--- config.mk ---
export PLATFORM = sky130hd
export DESIGN_NAME = asv_fifo
export DESIGN_NICKNAME = d
export VERILOG_FILES = /design/src/sv/asv_pkg.sv /design/src/sv/asv_fifo.sv
export VERILOG_INCLUDE_DIRS = /design/src /design/src/sv
export SDC_FILE = /design/constraint.sdc
export NUM_CORES = 1
export LEC_CHECK = 0
export BUFFER_PORTS_ARGS = -buffer_cell sky130_fd_sc_hd__clkbuf_2
export CORE_MARGIN = 2
export CORE_UTILIZATION = 23
export CTS_BUF_LIST = sky130_fd_sc_hd__clkbuf_8
export DETAILED_ROUTE_END_ITERATION = 16
export RECOVER_POWER = 100
export SLEW_MARGIN = 25
export SYNTH_ARGS = -nofsm -noshare
export SYNTH_HDL_FRONTEND = slang
export SYNTH_SLANG_ARGS = --single-unit
--- constraint.sdc ---
create_clock -name clk -period 7.8 [get_ports clk]
set_input_delay 1.95 -clock clk [delete_from_list [all_inputs] [get_ports clk]]
set_output_delay 1.95 -clock clk [all_outputs]
set_load 0.005 [all_outputs]
--- src/sv/arrive_steering_vector_top_defines.svh ---
// Assertion helpers shared by the steering block
`ifndef ARRIVE_STEERING_VECTOR_TOP_DEFINES_SVH
`define ARRIVE_STEERING_VECTOR_TOP_DEFINES_SVH

// same-cycle implication, checked out of reset
`define ASV_ASSERT_IMP(name, ante, cons, msg) \
  name: assert property (@(posedge clk) disable iff (rst) (ante) |-> (cons)) \
    else $error(msg);

// next-cycle implication, checked out of reset
`define ASV_ASSERT_NXT(name, ante, cons, msg) \
  name: assert property (@(posedge clk) disable iff (rst) (ante) |=> (cons)) \
    else $error(msg);

`endif

--- src/sv/asv_pkg.sv ---
package asv_pkg;

  typedef logic signed [31:0] fix_t;
  typedef logic [30:0]        ufix_t;

  localparam fix_t FIX_MAX = 32'sh7fffffff;
  localparam fix_t FIX_MIN = 32'sh80000000;

  // register indexes on the config port
  localparam logic [1:0] REG_TARGET_X    = 2'd0;
  localparam logic [1:0] REG_TARGET_Y    = 2'd1;
  localparam logic [1:0] REG_SLOW_RADIUS = 2'd2;
  localparam logic [1:0] REG_STOP_RADIUS = 2'd3;

  typedef struct packed {
    fix_t  target_x;
    fix_t  target_y;
    ufix_t slow_radius;
    ufix_t stop_radius;
  } cfg_t;

  // agent data after the offset stage
  typedef struct packed {
    fix_t  dx;
    fix_t  dy;
    fix_t  vel_x;
    fix_t  vel_y;
    ufix_t max_speed;
    ufix_t max_accel;
  } agent_t;

  // sideband through the speed divider
  typedef struct packed {
    agent_t      a;
    logic [31:0] dist_len;
    logic        use_max;
    logic        zero;
  } spd_t;

  // sideband through the desired-velocity dividers
  typedef struct packed {
    fix_t  vel_x;
    ufix_t max_accel;
    logic  neg;
  } dsx_t;

  typedef struct packed {
    fix_t vel_y;
    logic neg;
  } dsy_t;

  // word in the queue between front and back
  typedef struct packed {
    fix_t  des_x;
    fix_t  des_y;
    fix_t  vel_x;
    fix_t  vel_y;
    ufix_t max_accel;
  } item_t;

  // steering before the clamp
  typedef struct packed {
    fix_t  sx;
    fix_t  sy;
    ufix_t max_accel;
  } stp_t;

  // sideband through the clamp dividers
  typedef struct packed {
    logic len_zero;
    logic clamp;
    fix_t s;
  } bkx_t;

  typedef struct packed {
    fix_t s;
  } bky_t;

  // a - b saturated to 32 bits
  function automatic fix_t sat_sub(input fix_t a, input fix_t b);
    logic signed [32:0] d;
    d = 33'(a) - 33'(b);
    if (d[32] != d[31]) return d[32] ? FIX_MIN : FIX_MAX;
    return d[31:0];
  endfunction

  // magnitude, exact for the most negative value
  function automatic logic [31:0] mag(input fix_t v);
    fix_t n;
    n = -v;
    return v[31] ? 32'(n) : 32'(v);
  endfunction

  // attach a sign to a magnitude below 2^31
  function automatic fix_t apply_sign(input logic neg, input ufix_t m);
    fix_t p;
    p = $signed({1'b0, m});
    return neg ? -p : p;
  endfunction

endpackage

--- src/sv/asv_fifo.sv ---
`include "arrive_steering_vector_top_defines.svh"

// Small register queue between front and back
module asv_fifo #(
  parameter int DEPTH = 4
) (
  input  logic           clk,
  input  logic           rst,
  input  logic           push,
  input  asv_pkg::item_t item_in,
  output logic           full,
  input  logic           pop,
  output asv_pkg::item_t item_out,
  output logic           empty
);

  localparam int PTR_W = (DEPTH > 1) ? $clog2(DEPTH) : 1;
  localparam int CNT_W = $clog2(DEPTH + 1);
  localparam logic [PTR_W-1:0] LAST = PTR_W'(DEPTH - 1);
  localparam logic [CNT_W-1:0] FULL_CNT = CNT_W'(DEPTH);

  asv_pkg::item_t   mem [DEPTH];
  logic [PTR_W-1:0] wr_ptr, rd_ptr;
  logic [CNT_W-1:0] count;

  assign full     = count == FULL_CNT;
  assign empty    = count == '0;
  assign item_out = mem[rd_ptr];

  // pointers and fill count
  always_ff @(posedge clk) begin
    if (rst) begin
      wr_ptr <= '0;
      rd_ptr <= '0;
      count  <= '0;
    end else begin
      if (push) wr_ptr <= (wr_ptr == LAST) ? '0 : wr_ptr + 1'b1;
      if (pop)  rd_ptr <= (rd_ptr == LAST) ? '0 : rd_ptr + 1'b1;
      if (push && !pop) count <= count + 1'b1;
      else if (pop && !push) count <= count - 1'b1;
    end
  end

  // storage
  always_ff @(posedge clk) begin
    if (push) mem[wr_ptr] <= item_in;
  end

  `ASV_ASSERT_IMP(a_no_overflow, push, !full, "queue written while full")
  `ASV_ASSERT_IMP(a_no_underflow, pop, !empty, "queue read while empty")
  `ASV_ASSERT_NXT(a_count_up, push && !pop, count == $past(count) + 1'b1, "count did not grow")

endmodule

# == Yosys cells after proc, flatten, opt, wreduce, memory -nomap -nowiden ==
# Memory sizes are Yosys's and may differ from the RTL's. A register that Yosys moved wholly into a read port is not among the register bits.
# Cells that the tools add are included.
# totals
regBits,7
mem_bits_rw,636
inputBits,163
out_inout_bits,161
wordCells,25
memories,1
# op_classes
add_sub_neg,4
n_eq_ne,3
n_mux,8
n_reduce_logical,6
# mem_list
name,words,word_bits,rd,rd_clocked_by_memory_dff,wr,line_no,rtl
mem,4,159,1,1,1,asv_fifo.sv:22,asv_pkg::item_t mem [DEPTH];
# ops
operator,count
2-bit 2-to-1 mux,4
3-bit 2-to-1 mux,2
"2-bit by 1-bit adder with 2-bit output, second input constant",2
"2-bit equality test, second input constant",2
"3-bit by 1-bit adder with 3-bit output, second input constant",1
"3-bit equality test, second input constant",1
3-bit zero test,1
"3-bit by 1-bit subtractor with 3-bit output, second input constant",1
1-bit logical AND,2
1-bit zero test,2
1-bit 2-to-1 mux,2
2-bit nonzero test,1

# == Longest topological paths before layout ==
# Gate-level depths: netlist of the first run.
# logic_depth
word_depth,4
mapped_depth,7
ltp_nobuf,7

# == Worst setup path after synthesis of the first run ==
# Ideal clock, no wire load.
# synth_path
path_kind,input port to flip-flop
startpoint,input port push
endpoint,memory mem[0][0] in the netlist's numbering (enable)
setup_time_ns,0.537
arrival_time_ns,5.574
required_ns,7.263
slack_ns,1.689
cell_stages,1
n_path_buf,0
cell_sequence,and2_1
# synth_via
elab_chain_len,2
# synth_rtl
element,line_no,rtl
from (decl),asv_fifo.sv:9,"input logic push,"
1-bit 2-to-1 mux,asv_fifo.sv:46,if (push) mem[wr_ptr] <= item_in;
1-bit 2-to-1 mux (implied by the code),asv_fifo.sv:46,
to (decl),asv_fifo.sv:22,
# No other way between the ends.

# == Worst setup path in the final report of the first run ==
# layout_path
startpoint,input port push
endpoint,memory mem[3][96] in the netlist's numbering (enable)
# The elaborated chain is that of the path after synthesis.

==> results of run 1 <==
## registers in the layout (all words and copies together) (netlist names), named ones only
register  cells
mem         636
count         3
wr_ptr        2
rd_ptr        2
## kinds of logic (layout without fill, tap and decap cells)
group,count (synthesis),count (layout),share of synthesized area
mux,163,163,0.155
simple gates,15,15,0.00332
xor+xnor,2,2,0.000749
compound gates,3,3,0.000642
fa+ha+maj,7,7,0.00407
flops,645,645,0.825
other cells,0,1,0
buf+inv,40,526,0.0118
## report_power, final
group | switching (W) | internal (W)
clock network | 0.00130 | 0.00135
logic | 0.000311 | 0.000240
registers | 0.0000416 | 0.00398
## synth_stat cells
library cell / number / area share
edfxtp_1: 636 / 0.82
mux4_2: 159 / 0.15
buf_2: 17 / 0.0036
buf_6: 14 / 0.0067
dfxtp_1: 9 / 0.0077
nor2_1: 7 / 0.0011
ha_1: 6 / 0.0032
clkbuf_1: 5 / 0.00080
and2_1: 4 / 0.0011
inv_1: 4 / 0.00064
mux2i_1: 4 / 0.0017
a21oi_1: 2 / 0.00043
nor3b_1: 2 / 0.00064
xor2_1: 2 / 0.00075
fa_1: 1 / 0.00086
nor3_1: 1 / 0.00021
o21ai_0: 1 / 0.00021
or3_1: 1 / 0.00027
## area by class of cell
type                       count  area share
tap                         1357      0.0605
clock buffer                 104      0.0510
clock inverter                78      0.0163
multi-input combinational    190       0.136
sequential                   645       0.687
antenna                        1   0.0000891
inverter                       4    0.000535
timing repair buffer         340      0.0486
## critical path: cells and delay by family
kind | cells | cell delay (ns)
buf+inv | 3 | 2.67
simple gates | 1 | 1.68
## routing by layer
metal | part of all wire | vias to the layer above | global-route usage
met1 | 0.39 | 5553 | 0.108
li1 | - | 4630 | -
met5 | 0.0021 | - | 0
met3 | 0.090 | 97 | 0.0413
met4 | 0.025 | 16 | 0.0338
met2 | 0.49 | 332 | 0.149
## metrics by stage
stage	cell area, µm²	setup slack (ns)	util
finish	28100	1.70	0.280
global route	28100	1.27	0.280
CTS	28500	2.60	0.284
detailed placement	26600	3.42	0.265
global placement	26600	3.45	0.265
floorplan	23400	1.69	-
## layout by cell type (no fill, tap or decap), types with 6 or more instances in the layout
cell type and n:
buf_4 7, clkbuf_1 297, clkbuf_2 34, clkbuf_8 104, clkinv_1 21, clkinv_2 8
dfxtp_1 8, edfxtp_1 636, ha_1 6, inv_1 41, mux4_2 159, nor2_1 7
## worst paths after layout
check,startpoint,to,depth (start not counted)
max reg2reg,wr_ptr[0],mem[3][96],4
min reg2reg,count[2],count[2],2
max,push,mem[3][96],4
min,count[2],count[2],2
==> reports/metrics.cfg, run 1 <==
[critical_path]
critical_path.most_common_cell=clkbuf_1
cp_max_fo=45
crit_chain=clkbuf_1 > and2_0 > clkbuf_1 > buf_4
arrival_ns=6.41
slowest_delay_ns=1.68
worstSetupEndpointType=flop
path_class=input port to flop
reg2reg_slack_ns=2.68
worst_path_max_delay_cell=and2_0
cp_data_required_time_ns=8.11
start_kind=input port

[placement]
dp_hpwl_mm=29.4
portBuffers=323
dp.cells=2536
place_congestion=0.689

[cts]
tritoncts=built
cts_setup_buffers=0
hold_buffers=0
cts_sinks=645
cts.repair.resized=0
clk_latency_ns=0.72
cts-root-buf=clkbuf_8
path_clk_slew_ns=0.06
cts_buffer_depth=3
cts-buffers-inserted=104
htreeDepth=3

[layout]
drive_gt1_frac=0.240
nNetsFinal=1455
fillers=10100
syn_to_final_growth_pct=20.1
multi_input_area_um2=3830
layoutNonFillerInstCount=2719
regArea_um2=19300

[synthesis]
syn_area_um2=23400
synth-seq-cells=645
synth_nets=1045
synth_seq_area_share=0.825
postSynthCellCount=875
synth_warnings=0
avgSynthCellArea_um2=26.7
synthDistinctLibCells=18

[power_and_ir_drop]
p_per_area_nw_per_um2=257
finalPower_w=0.00722
p_leak_nw=8.56
vdd_drop_max_v=0.000189

[die]
chipHeight_um=323
coreArea_um2=100000
start_util=0.233
ios=324
die_x_um=323
fp.dieArea_um2=104000
row_count=116

[grt]
antenna_found_initial=9
grt_pass1_wl_mm=71.8
grt-ovfl-total=0
grtUsageTotal=0.0923
grt_pass1_vias=11700
grt_max_degree=84

[sta]
worst_pin_slew_ns=2.25
fmax_ghz=0.164
grt_setup_unrepaired=no
setup_viol=0
period_share=0.782
period_needed_ns=6.10
final.setup.tns_ns=0
report.final.slew_viol_count=561
max_slew_margin=-0.500
holdWs_ns=0.521
fin_skew_ns=0.0353
hold_viol=0

[status]
status=finished with violations
violations=max-capacitance violations, max-slew violations

[routing]
drt_wl_total_mm=48.5
num_vias=10600
first_pass_iters=5
avgRoutedWirePerCell_um=17.8
drcViolationCount=0
ant_nets=0
drtIter0Drc=663
vias_per_cell=3.91

[job]
cap_violations=12

[min_path]
hold_class=flop to flop

No activity file was read; power rests on OpenSTA's default activity.
==> run 2, diff against run 1 <==
- clock period: 7.8 -> 5.6 ns (I/O delays scaled with it)
==> run 2 against run 1 <==
The flow still finishes with violations (max-capacitance violations, max-slew violations). Global-route usage up 0.29 points. Core utilization up 0.24 points. Clock power up 40%. Sequential power up 40%. Combinational power up 40%. First-iteration DRC count up 2.3%. Worst hold slack better by 0.0057 ns. Setup slack worse by 0.85 ns. Critical endpoint is now mem[1][117].
==> reports/metrics.cfg, run 2 (synthesized netlist as in run 1, its figures left out) <==
[layout]
top_register=mem  ; unchanged
regArea_um2=19300  ; about the same
layout.cells.most_common=edfxtp_1  ; unchanged
syn_to_final_growth_pct=21.1  ; was 20.1%
fillers=10100  ; about the same
final_util=0.282  ; was 0.280
top_regs=mem (636), count (3)  ; unchanged
final_cell_mix=edfxtp_1, clkbuf_1, mux4_2, clkbuf_8, inv_1  ; unchanged
multi_input_area_um2=3830  ; unchanged
nNetsFinal=1465  ; was 1455
drive_gt1_frac=0.253  ; was 0.240
largest_register_ffs=636  ; unchanged

[routing]
met1_length_mm=19.1  ; about the same
num_vias=10700  ; was 10600
drcViolationCount=0  ; unchanged
top_layer_used=met5  ; unchanged
avgRoutedWirePerCell_um=18.3  ; was 17.8 µm
first_pass_iters=5  ; unchanged
ant_nets=0  ; unchanged
wl_met3_mm=4.95  ; was 4.38 mm
drtIter0Drc=678  ; was 663
drt_wl_total_mm=50.1  ; was 48.5 mm
wl_met2_mm=24.7  ; was 23.7 mm
vias_per_cell=3.91  ; about the same

[critical_path]
reg2regPathDepth=5  ; was 4
start_kind=input port  ; unchanged
reg2reg_to=mem[1][117]  ; was mem[3][96]
reg2reg_from=wr_ptr[1]  ; was wr_ptr[0]
worstSetupEndpointType=flop  ; unchanged
cp_max_fo=49  ; was 45
path_class=input port to flop  ; unchanged
cp_data_required_time_ns=5.91  ; was 8.11 ns
endpoint=mem[1][117]  ; was mem[3][96]
cp-startpoint=push  ; unchanged
reg2reg_slack_ns=1.28  ; was 2.68 ns
arrival_ns=5.06  ; was 6.41 ns

[cts]
clk_latency_ns=0.75  ; was 0.72 ns
cts_buffer_depth=3  ; unchanged
htreeDepth=3  ; unchanged
path_clk_slew_ns=0.06  ; about the same
tritoncts=built  ; unchanged
cts_sinks=645  ; unchanged
cts-root-buf=clkbuf_8  ; unchanged
cts-buffers-inserted=105  ; was 104
cts.repair.resized=0  ; unchanged
hold_buffers=0  ; unchanged
cts_setup_buffers=0  ; unchanged

[grt]
grt_pass1_wl_mm=73.7  ; was 71.8 mm
grtUsageTotal=0.0952  ; was 0.0923
grt-ovfl-total=0  ; unchanged
grt_max_degree=71  ; was 84
antenna_found_initial=12  ; was 9
grt_pass1_vias=11900  ; was 11700

[power_and_ir_drop]
p_per_area_nw_per_um2=357  ; was 257 nW/µm²
p_leak_nw=8.70  ; was 8.56 nW
finalPower_w=0.0101  ; was 0.00722 W
vdd_drop_max_v=0.000271  ; was 0.000189 V

[placement]
dp_hpwl_mm=30.2  ; was 29.4 mm
pre_cts_ws_ns=1.93  ; was 3.42 ns
portBuffers=323  ; unchanged
place_congestion=0.724  ; was 0.689

[sta]
period_needed_ns=4.75
holdWs_ns=0.527  ; was 0.521 ns
grt_setup_unrepaired=no  ; unchanged
period_share=0.848
max_slew_margin=-1.12  ; was -0.500
fin_skew_ns=0.0382  ; was 0.0353 ns
hold_viol=0  ; unchanged
fmax_ghz=0.210
final.setup.tns_ns=0  ; unchanged
worst_pin_slew_ns=3.18  ; was 2.25 ns
setup_viol=0  ; unchanged
setup_ws_ns=0.849  ; was 1.70 ns
report.final.slew_viol_count=249  ; was 561

[status]
violations=max-capacitance violations, max-slew violations  ; unchanged
status=finished with violations  ; unchanged

[die]
row_count=116  ; unchanged
ios=324  ; unchanged
coreArea_um2=100000  ; unchanged
start_util=0.233  ; unchanged
chipHeight_um=323  ; unchanged
die_x_um=323  ; unchanged
fp.dieArea_um2=104000  ; unchanged

[job]
cap_violations=6  ; was 12

[min_path]
hold_class=flop to flop  ; unchanged

## run 2: how the worst min path moves through the flow
| stage | from | end | cells after the start |
|---|---|---|---|
| 2_1_floorplan | count[2] | count[2] | 2 |
| 3_3_place_gp | count[2] | count[2] | 2 |
| 4_1_cts | count[2] | count[2] | 2 |
| 5_1_grt | count[2] | count[2] | 2 |
| 6_report | count[2] | count[2] | 2 |
| 3_5_place_dp | count[2] | count[2] | 2 |
## run 2: report_power, final
part | leakage (nW) | internal (W) | switching [W]
logic | 1.65 | 0.000349 | 0.000423
clock network | 1.13 | 0.00187 | 0.00185
registers | 5.92 | 0.00554 | 0.0000722
total | 8.70 | 0.00776 | 0.00234
## run 2: layout make-up
class | instances | area share
Inverter | 4 | 0.000530
Timing Repair Buffer | 349 | 0.0555
Antenna cell | 3 | 0.000265
Tap cell | 1357 | 0.0600
Clock buffer | 106 | 0.0515
Sequential cell | 645 | 0.681
Multi-Input combinational cell | 190 | 0.135
Clock inverter | 84 | 0.0160
## run 2: layer usage
layer	vias to the layer above	track usage
li1	4664	-
met1	5550	0.107
met2	338	0.157
met3	122	0.0468
met4	18	0.0331
met5	-	0
## run 2: metrics by stage
stage          cells  instance area, µm²
5_1_grt         2737               28300
4_1_cts         2734               28700
3_5_place_dp    2544               26800
2_1_floorplan    875               23400
6_report        2738               28300
3_3_place_gp    2544               26800
## run 2: worst max-delay path: stages
cell	delay, ns
clkbuf_1	0.25
and2_0	1.92
buf_12	0.29
clkbuf_2	1.12
